**src/sv/apsel_pkg.sv**
```systemverilog
// Package for the adaptive pursuit selector: arm count, fixed-point constants, item types.
`default_nettype none
package apsel_pkg;

  localparam int NUM_ARMS = 8;
  localparam int ARM_W    = (NUM_ARMS > 1) ? $clog2(NUM_ARMS) : 1;

  localparam int Q_W      = 16;
  localparam int PMIN_W   = 13;
  localparam int FIELD_W  = 3;

  localparam int Q_ONE_INT  = 65536;
  localparam int SHARE_INT  = Q_ONE_INT / NUM_ARMS;
  localparam logic [Q_W-1:0] PROB_RESET =
    Q_W'((SHARE_INT > Q_ONE_INT - 1) ? (Q_ONE_INT - 1) : SHARE_INT);
  localparam logic [PMIN_W-1:0] PMIN_RESET  = PMIN_W'(655);
  localparam logic [Q_W-1:0]    ALPHA_RESET = Q_W'(52429);

  localparam logic CMD_WRITE  = 1'b0;
  localparam logic CMD_SELECT = 1'b1;

  localparam logic REG_MIN_PROB   = 1'b0;
  localparam logic REG_LEARN_RATE = 1'b1;

  typedef struct packed {
    logic               cmd;
    logic [FIELD_W-1:0] arm;
    logic [Q_W-1:0]     reward;
    logic [Q_W-1:0]     random_draw;
  } req_t;

  typedef struct packed {
    logic [FIELD_W-1:0] chosen_arm;
    logic [FIELD_W-1:0] best_arm;
  } res_t;

endpackage
`default_nettype wire

```
**src/sv/adaptive_pursuit_selector_core.sv**
```systemverilog
// Adaptive pursuit selector: reward table, probability update and roulette draw.
//
// Requests arrive on req/req_valid/req_stall and are taken at an edge with
// req_valid high and req_stall low. A write request (cmd 0) stores one reward
// estimate in the accept cycle and returns nothing; the block is ready again
// on the next cycle. A select request (cmd 1) runs a small sequencer around
// one shared 16x16 multiplier: an argmax scan over the arms, a probability
// pull on each arm (multiply, then add and write back), a roulette scan that
// stops at the first arm whose running sum passes the draw, and a final
// state that loads the result. The block is back in idle at the edge that
// raises res_valid.
// req_stall is high for the whole select.
// The result is held in an output register (res_valid/res); a stalled result
// stays put and the block still takes new requests meanwhile. A second select
// finishing while the first result is stalled waits in its final state.
// Reset (rst, synchronous) clears rewards to zero, sets every probability to
// one over NUM_ARMS and loads the register defaults; no clearing pass.
// Configuration is an APB port with read-back: min_probability at 0x0, learning_rate at 0x4.
`default_nettype none
module adaptive_pursuit_selector_core (
  input  wire logic               clk,
  input  wire logic               rst,
  input  wire logic               req_valid,
  output logic                    req_stall,
  input  wire apsel_pkg::req_t    req,
  output logic                    res_valid,
  input  wire logic               res_stall,
  output apsel_pkg::res_t         res,
  input  wire logic               psel,
  input  wire logic               penable,
  input  wire logic               pwrite,
  input  wire logic [2:0]         paddr,
  input  wire logic [31:0]        pwdata,
  output logic [31:0]             prdata,
  output logic                    pready
);

  localparam int ARM_W  = apsel_pkg::ARM_W;
  localparam int Q_W    = apsel_pkg::Q_W;
  localparam int PMIN_W = apsel_pkg::PMIN_W;
  localparam int PM_W   = PMIN_W + ARM_W;
  localparam int SUM_W  = Q_W + 2;
  localparam logic [ARM_W-1:0] LAST_ARM = ARM_W'(apsel_pkg::NUM_ARMS - 1);
  localparam logic [SUM_W-1:0] Q_ONE    = SUM_W'(apsel_pkg::Q_ONE_INT);

  localparam logic [2:0] S_IDLE = 3'd0;
  localparam logic [2:0] S_BEST = 3'd1;
  localparam logic [2:0] S_UPD  = 3'd2;
  localparam logic [2:0] S_DRAW = 3'd3;
  localparam logic [2:0] S_DONE = 3'd4;

  logic [2:0]          state;
  logic [ARM_W-1:0]    idx;
  logic                ph;
  logic [ARM_W-1:0]    best;
  logic [Q_W-1:0]      best_val;
  logic [ARM_W-1:0]    chosen;
  logic [Q_W-1:0]      draw;
  logic [SUM_W-1:0]    sum;
  logic                dir;
  logic [2*Q_W-1:0]    prod;
  logic [PMIN_W-1:0]   min_probability;
  logic [Q_W-1:0]      learning_rate;
  logic [Q_W-1:0]      reward_estimate [apsel_pkg::NUM_ARMS];
  logic [Q_W-1:0]      arm_probability [apsel_pkg::NUM_ARMS];

  logic                cfg_wr;
  logic                req_acc;
  logic [PM_W-1:0]     pm_prod;
  logic [Q_W-1:0]      pmax;
  logic [Q_W-1:0]      p_cur;
  logic [Q_W-1:0]      target;
  logic [Q_W-1:0]      mag;
  logic [Q_W-1:0]      step;
  logic [Q_W-1:0]      p_next;
  logic [SUM_W-1:0]    sum_raw;
  logic [SUM_W-1:0]    sum_next;

  assign pready  = 1'b1;
  assign cfg_wr  = psel && penable && pwrite && pready;
  assign prdata  = (paddr[2] == apsel_pkg::REG_LEARN_RATE) ? 32'(learning_rate)
                                                           : 32'(min_probability);
  assign req_stall = (state != S_IDLE);
  assign req_acc   = req_valid && !req_stall;

  // pmax = 1 - (N-1)*pmin, clamped to [0, 0xFFFF]
  assign pm_prod = PM_W'(apsel_pkg::NUM_ARMS - 1) * PM_W'(min_probability);
  always_comb begin
    if (32'(pm_prod) >= apsel_pkg::Q_ONE_INT) begin
      pmax = '0;
    end else if (pm_prod == '0) begin
      pmax = '1;
    end else begin
      pmax = Q_W'(32'(apsel_pkg::Q_ONE_INT) - 32'(pm_prod));
    end
  end

  assign p_cur  = arm_probability[idx];
  assign target = (idx == best) ? pmax : Q_W'(min_probability);
  assign mag    = (target >= p_cur) ? (target - p_cur) : (p_cur - target);
  assign step   = prod[2*Q_W-1:Q_W];
  assign p_next = dir ? (p_cur + step) : (p_cur - step);

  assign sum_raw  = sum + SUM_W'(p_cur);
  assign sum_next = (sum_raw > Q_ONE) ? Q_ONE : sum_raw;

  always_ff @(posedge clk) begin
    if (rst) begin
      state           <= S_IDLE;
      res_valid       <= 1'b0;
      min_probability <= apsel_pkg::PMIN_RESET;
      learning_rate   <= apsel_pkg::ALPHA_RESET;
      idx             <= '0;
      ph              <= 1'b0;
      for (int i = 0; i < apsel_pkg::NUM_ARMS; i++) begin
        reward_estimate[i] <= '0;
        arm_probability[i] <= apsel_pkg::PROB_RESET;
      end
    end else begin
      if (cfg_wr) begin
        if (paddr[2] == apsel_pkg::REG_MIN_PROB) begin
          min_probability <= pwdata[PMIN_W-1:0];
        end else begin
          learning_rate <= pwdata[Q_W-1:0];
        end
      end

      if (state == S_DONE && (!res_valid || !res_stall)) begin
        res_valid <= 1'b1;
      end else if (res_valid && !res_stall) begin
        res_valid <= 1'b0;
      end

      case (state)
        S_IDLE: begin
          if (req_acc) begin
            if (req.cmd == apsel_pkg::CMD_WRITE) begin
              if (32'(req.arm) < apsel_pkg::NUM_ARMS) begin
                reward_estimate[ARM_W'(req.arm)] <= req.reward;
              end
            end else begin
              draw     <= req.random_draw;
              best     <= '0;
              best_val <= reward_estimate[0];
              idx      <= ARM_W'(1);
              state    <= S_BEST;
            end
          end
        end
        S_BEST: begin
          // >= so the last index wins a tie
          if (reward_estimate[idx] >= best_val) begin
            best     <= idx;
            best_val <= reward_estimate[idx];
          end
          if (idx == LAST_ARM) begin
            idx   <= '0;
            ph    <= 1'b0;
            state <= S_UPD;
          end else begin
            idx <= idx + ARM_W'(1);
          end
        end
        S_UPD: begin
          if (!ph) begin
            dir  <= (target >= p_cur);
            prod <= (2*Q_W)'(learning_rate) * (2*Q_W)'(mag);
            ph   <= 1'b1;
          end else begin
            arm_probability[idx] <= p_next;
            ph <= 1'b0;
            if (idx == LAST_ARM) begin
              idx   <= '0;
              sum   <= '0;
              state <= S_DRAW;
            end else begin
              idx <= idx + ARM_W'(1);
            end
          end
        end
        S_DRAW: begin
          sum <= sum_next;
          if (sum_next > SUM_W'(draw)) begin
            chosen <= idx;
            state  <= S_DONE;
          end else if (idx == LAST_ARM) begin
            chosen <= '0;
            state  <= S_DONE;
          end else begin
            idx <= idx + ARM_W'(1);
          end
        end
        S_DONE: begin
          if (!res_valid || !res_stall) begin
            res.chosen_arm <= apsel_pkg::FIELD_W'(chosen);
            res.best_arm   <= apsel_pkg::FIELD_W'(best);
            state          <= S_IDLE;
          end
        end
        default: begin
          state <= S_IDLE;
        end
      endcase
    end
  end

  // a write request never produces a result
  a_write_silent: assert property (@(posedge clk) disable iff (rst)
    (req_acc && req.cmd == apsel_pkg::CMD_WRITE && !res_valid) |=> !res_valid)
    else $error("result after write request");

  // a new result only comes out of the final state
  a_res_source: assert property (@(posedge clk) disable iff (rst)
    $rose(res_valid) |-> $past(state) == S_DONE)
    else $error("result raised outside final state");

  // tracked best value matches the table entry during the later passes
  a_best_track: assert property (@(posedge clk) disable iff (rst)
    (state == S_UPD || state == S_DRAW) |-> reward_estimate[best] == best_val)
    else $error("best value out of step with reward table");

  // running sum never passes one
  a_sum_bound: assert property (@(posedge clk) disable iff (rst)
    (state == S_DRAW) |-> sum <= Q_ONE)
    else $error("roulette sum above one");

endmodule
`default_nettype wire

```
**config.mk**
```make
export PLATFORM = sky130hd
export DESIGN_NAME = adaptive_pursuit_selector_core
export DESIGN_NICKNAME = d
export VERILOG_FILES = /design/src/sv/apsel_pkg.sv /design/src/sv/adaptive_pursuit_selector_core.sv
export SDC_FILE = /design/constraint.sdc
export NUM_CORES = 1
export LEC_CHECK = 0
export ABC_AREA = 1
export BUFFER_PORTS_ARGS = -buffer_cell sky130_fd_sc_hd__clkbuf_2
export CAP_MARGIN = 20
export CORE_ASPECT_RATIO = 1.75
export CORE_MARGIN = 2
export CORE_UTILIZATION = 30
export DETAILED_ROUTE_END_ITERATION = 10
export SLEW_MARGIN = 20
export SYNTH_ARGS = -nofsm -noshare
export SYNTH_HDL_FRONTEND = slang
export SYNTH_SLANG_ARGS = --single-unit
```
**constraint.sdc**
```tcl
create_clock -name clk -period 26.1 [get_ports clk]
set_clock_uncertainty 0.1 [all_clocks]
set_input_delay 2.61 -clock clk [delete_from_list [all_inputs] [get_ports clk]]
set_output_delay 2.61 -clock clk [all_outputs]
set_load 0.01 [all_outputs]
```
# Yosys cells after proc, flatten, opt, wreduce, memory -nomap -nowiden
# Memory sizes are Yosys's and may differ from the RTL's. A register that Yosys moved wholly into a read port is not among the register bits.
# Cells that the tools add are included.
[op_classes]
mux = 59
bitwise_logic = 3
eq_ne = 16
multipliers = 2
n_lt_le_gt_ge = 4
addsub = 7
n_reduce_logical = 31
[op_table]
columns = ["operator", "n"]
rows = [
  ["$mux W16", 10],
  ["$mux W3", 23],
  ["$mux W18", 3],
  ["$sub A16 B16 Y16", 3],
  ["$pmux W18 S2", 1],
  ["$ge A16 B16 Y1", 2],
  ["$mul A16 B16 Y32", 1],
  ["$pmux W16 S2", 1],
  ["$reduce_or A16 Y1", 2],
  ["$add A18 B16 Y18", 1],
  ["$gt A18 B16 Y1", 1],
  ["$gt A18 B17 Y1 const B", 1],
  ["$mux W1", 17],
  ["$add A16 B16 Y16", 1],
  ["$logic_not A16 Y1", 1],
  ["$mul A3 B13 Y16 const A", 1],
  ["$ne A2 B2 Y1 const B", 8],
  ["$sub A1 B16 Y16 const A", 1],
  ["$pmux W3 S5", 1],
  ["$pmux W3 S4", 1],
  ["$reduce_bool A2 Y1", 5],
  ["$reduce_and A3 Y1", 3],
  ["$reduce_and A4 Y1", 2],
  ["$reduce_and A7 Y1", 1],
  ["19 further kinds", 31],
]
[totals]
register_bits = 132
wordCells = 139
n_memories = 2
out_inout_bits = 41
ramBits = 256
input_bits = 78
[memory_table]
columns = ["name", "depth", "width", "read_ports", "rd_clocked_by_memory_dff", "write_ports", "line_no", "source"]
rows = [
  ["arm_probability", 8, 16, 1, 1, 8, "adaptive_pursuit_selector_core.sv:65", "logic [Q_W-1:0] arm_probability [apsel_pkg::NUM_ARMS];"],
  ["reward_estimate", 8, 16, 2, 1, 8, "adaptive_pursuit_selector_core.sv:64", "logic [Q_W-1:0] reward_estimate [apsel_pkg::NUM_ARMS];"],
]

# Depth between registers and ports, before layout
[logic_depth]
depth_word = 9
ltp_mapped = 58
depth_no_buf = 54

# Least setup slack after synthesis
# No wires, ideal clock.
[synth_path]
kind = "reg2reg"
startpoint = "reg min_probability[0]"
endpoint = "reg prod[30] (data pin)"
setup_ns = 0.252
stages_incl_launch_ff = 50
period_less_slack_ns = 9.440
t_arrival_ns = 9.088
required_ns = 25.748
path_slack_ns = 16.660
cell_sequence = "dfxtp_1 > fa_1 > ha_1 > inv_1 > fa_1 > inv_1 > nand3_1 > nand2_1 > xor2_1 > nor2_1 > nand2_1 > nor3_4 > nand4_4 > nor2_1 > nand3_1 > nand2_2 > inv_2 > ha_1 > [14 not listed] > fa_1 > fa_1 > fa_1 > inv_1 > fa_1 > inv_1 > fa_1 > inv_1 > ha_1 > a21oi_1 > o21ai_0 > o21bai_1 > a221oi_1 > nand2_1 > nand2_1 > nand2_1 > nand2_1 > nand2_1"
[synth_via]
elab_chain_cells = 7
word_cells_on_any_way = 10
classes_between = "3 x add/sub; 2 x mul; 1 x order compare; 3 x mux; 1 x reduce/logical"
[synth_lines]
columns = ["element", "line_no", "source"]
rows = [
  ["start: declaration", "adaptive_pursuit_selector_core.sv:62", "logic [PMIN_W-1:0] min_probability;"],
  ["start signal: assignment", "adaptive_pursuit_selector_core.sv:111", "min_probability <= apsel_pkg::PMIN_RESET;"],
  ["start signal: assignment", "adaptive_pursuit_selector_core.sv:122", "min_probability <= pwdata[PMIN_W-1:0];"],
  ["$mul A3 B13 Y16", "adaptive_pursuit_selector_core.sv:87", "assign pm_prod = PM_W'(apsel_pkg::NUM_ARMS - 1) * PM_W'(min_probability);"],
  ["$sub A1 B16 Y16 / $logic_not A16 Y1 (equally long branches)", "adaptive_pursuit_selector_core.sv:94, adaptive_pursuit_selector_core.sv:91", ""],
  ["$mux W16", "adaptive_pursuit_selector_core.sv:91", "end else if (pm_prod == '0) begin"],
  ["$mux W16 (*)", "adaptive_pursuit_selector_core.sv:99", "assign target = (idx == best) ? pmax : Q_W'(min_probability);"],
  ["$sub A16 B16 Y16 / $ge A16 B16 Y1 (equally long branches)", "adaptive_pursuit_selector_core.sv:100", "assign mag = (target >= p_cur) ? (target - p_cur) : (p_cur - target);"],
  ["$mux W16 (*)", "adaptive_pursuit_selector_core.sv:100", ""],
  ["$mul A16 B16 Y32 (*)", "adaptive_pursuit_selector_core.sv:167", "prod <= (2*Q_W)'(learning_rate) * (2*Q_W)'(mag);"],
  ["end signal: assignment", "adaptive_pursuit_selector_core.sv:167", ""],
  ["end: declaration", "adaptive_pursuit_selector_core.sv:61", "logic [2*Q_W-1:0] prod;"],
]
# Every way passes the cells marked *; elsewhere a longest branch is shown, timed or not.
# A chain may end at the register's enable or synchronous reset.

# Worst setup path in the final report
[layout_path]
startpoint = "reg min_probability[0]"
endpoint = "reg prod[28] (data pin)"
# Same word-level chain as after synthesis.

==> reports/qor.yml <==
crit_top_cell: "fa_1"
use_met1: 0.167
min_path_type: "register to register"
startpoint_type: "register"
antenna_found_initial: 3
post-route-period-util: 0.428
crit_type: "register to register"
gp_congestion: 0.921
rsz0062_at_grt: "false"
grt_pass1_wl_mm: 139
use_met2: 0.338
clock_latency_ns: 0.60
nets: 4094
cts_tree: "done"
dr.pass1.iters: 5
ys_types: 65
cp-end-kind: "register"
design.die.area_sq_um: 104000
grt_max_degree: 80
die_w_microns: 244
drv_cap: 0
groute.usage.overall: 0.176
cts_buffers: 40
cts-root-buf: "clkbuf_16"
critPathMaxFanout: 19
syn2layout_area_growth_pct: 11.0
cts_sinks: 375
drc: 0
finalWorstSetupSlack_ns: 14.93
critPathTopFamily: "adder cells"
via_per_inst: 4.90
grt-ovfl-total: 0
post-route-min-period_ns: 11.17
hold_violations: 0
worst_path_largest_cell_delay_ns: 0.77
met3_usage: 0.0228
cp.required_ns: 26.34
coreArea_sq_um: 100000
cp_slowest_cell: "xor2_2"
seq_area_sq_um: 10900
clk_path_buf_depth: 3
holdBufCountCts: 0
ant_nets: 0
num_io_pins: 119
avgSynthCellArea_sq_um: 8.56
die_y_microns: 425
status: "finished clean"
rows: 154
async_reset_ff_frac: 0
n_fill_cell: 10400
htree_levels: 2
grt_most_used_layer: "met2"
post_cts_buffers: 0
setup_violations: 0
ys_ff_latch: 375
initial_core_util: 0.302
tns_ns: 0
clkSlewWorstSetupHoldPaths_ns: 0.06
via_count: 24300
cp.arrival_ns: 11.41
drtIter0Drc: 1432
postLayoutCoreUtil: 0.335
drv_slew: 0
synth_cells: 3543
worst_pin_slew_ns: 1.12
synth-seq-area-share: 0.358
maxSlewHeadroom: 0.254
cts_resized: 0
port_buffers: 83
fmax_mhz: 89.5
synth_ff_type: "edfxtp_1"
crit_buf_inv: 8
grt_pass1_vias: 25100
wirelength_mm: 91.2
yosys_warnings: 0
drive_gt1_frac: 0.0866
synth_enable_flop_cells: 335
multi_input_area_sq_um: 16800
netlist_area_sq_um: 30300
place_ws_ns: 15.04
wl_per_cell_microns: 18.4
place_hpwl_mm: 68.8
[Yosys cell counts, types with 24 or more instances]
master    instances  area share
ha_1            214       0.088
inv_1           543       0.067
o22ai_1          46      0.0095
xnor2_1          24      0.0069
nand2_1         521       0.065
xor2_1           62       0.018
fa_1            210        0.14
nand3_1          76       0.013
o21ai_0         256       0.042
a31oi_1          24      0.0050
clkbuf_1         97       0.012
dfxtp_1          40       0.026
a21oi_1         170       0.028
nor2_1          654       0.081
edfxtp_1        335        0.33
[metrics by stage]
| stage | std cells | hold WS (ns) | cell area [sq um] |
|---|---|---|---|
| finish | 4952 | 0.318 | 33600 |
| global route | 4951 | 0.330 | 33600 |
| CTS | 4950 | 0.322 | 33600 |
| detailed placement | 4876 | 0.306 | 32200 |
| global placement | 4876 | 0.306 | 32200 |
| floorplan | 3559 | 0.300 | 30400 |
[per-layer routing]
metal / vias up / wire length, microns
li1: 11500 / -
met5: - / 13
met2: 774 / 48500
met4: 2 / 7560
met3: 305 / 4190
met1: 11700 / 30900
[cells in the final DEF (no fill, tap or decap), types with 6 or more instances in the layout]
cell type	Yosys	routed
a21o_1	8	8
a21oi_1	170	170
a21oi_2	7	7
a31oi_1	24	24
buf_4	21	45
bufinv_16	0	9
clkbuf_16	0	40
clkbuf_2	0	83
clkinv_1	7	14
conb_1	2	18
dfxtp_1	40	38
edfxtp_1	335	335
fa_1	210	210
ha_1	214	214
inv_1	543	541
inv_2	19	19
nand2_1	521	521
nand2_2	20	20
nand3_1	76	76
nand3_2	16	16
nand3b_1	14	14
nand4_1	13	13
nor2_1	654	654
nor3_1	21	19
nor3_2	6	8
o21a_1	6	6
o21ai_0	256	251
o21ai_1	9	14
o21ai_2	11	11
o221ai_1	6	6
o22ai_1	46	46
or2_2	9	9
xnor2_1	24	24
xor2_1	62	62
xor2_2	9	9
[layout make-up]
class                           instances  area share
Sequential cell                       375       0.323
Inverter                              570      0.0637
Timing Repair Buffer                  128      0.0224
Clock buffer                           45      0.0303
Clock inverter                         29      0.0133
Multi-Input combinational cell       2477       0.498
Tap cell                             1326      0.0493
Antenna cell                            2    0.000149
[registers in the layout, summed over array words and instances, names as in the netlist, 13 cells and up, named ones only]
signal / count
reward_estimate: 128
arm_probability: 128
best_val: 16
sum: 18
prod: 16
draw: 16
min_probability: 13
learning_rate: 16
[final timing paths]
| path | endpoint | depth (start not counted) | startpoint | slack (ns) |
|---|---|---|---|---|
| max | prod[28] | 46 | min_probability[0] | 14.93 |
| min | res[3] | 0 | chosen[0] | 0.32 |
| max reg2reg | prod[28] | 46 | min_probability[0] | 14.93 |
| min reg2reg | res[3] | 0 | chosen[0] | 0.32 |
[logic make-up after synthesis]
logic type,count (synthesis),share of synthesized area
xor gates and xnor gates,97,0.0311
muxes,1,0.000330
and+or+nand+nor,1371,0.188
buffers and inverters,707,0.0913
adders and majority gates,424,0.227
DFF,375,0.358
other,2,0.000248
AOI/OAI and AO/OA,566,0.103
Power is not shown: default switching activity piles up to over one toggle a cycle in this logic, so the estimate is an artifact.
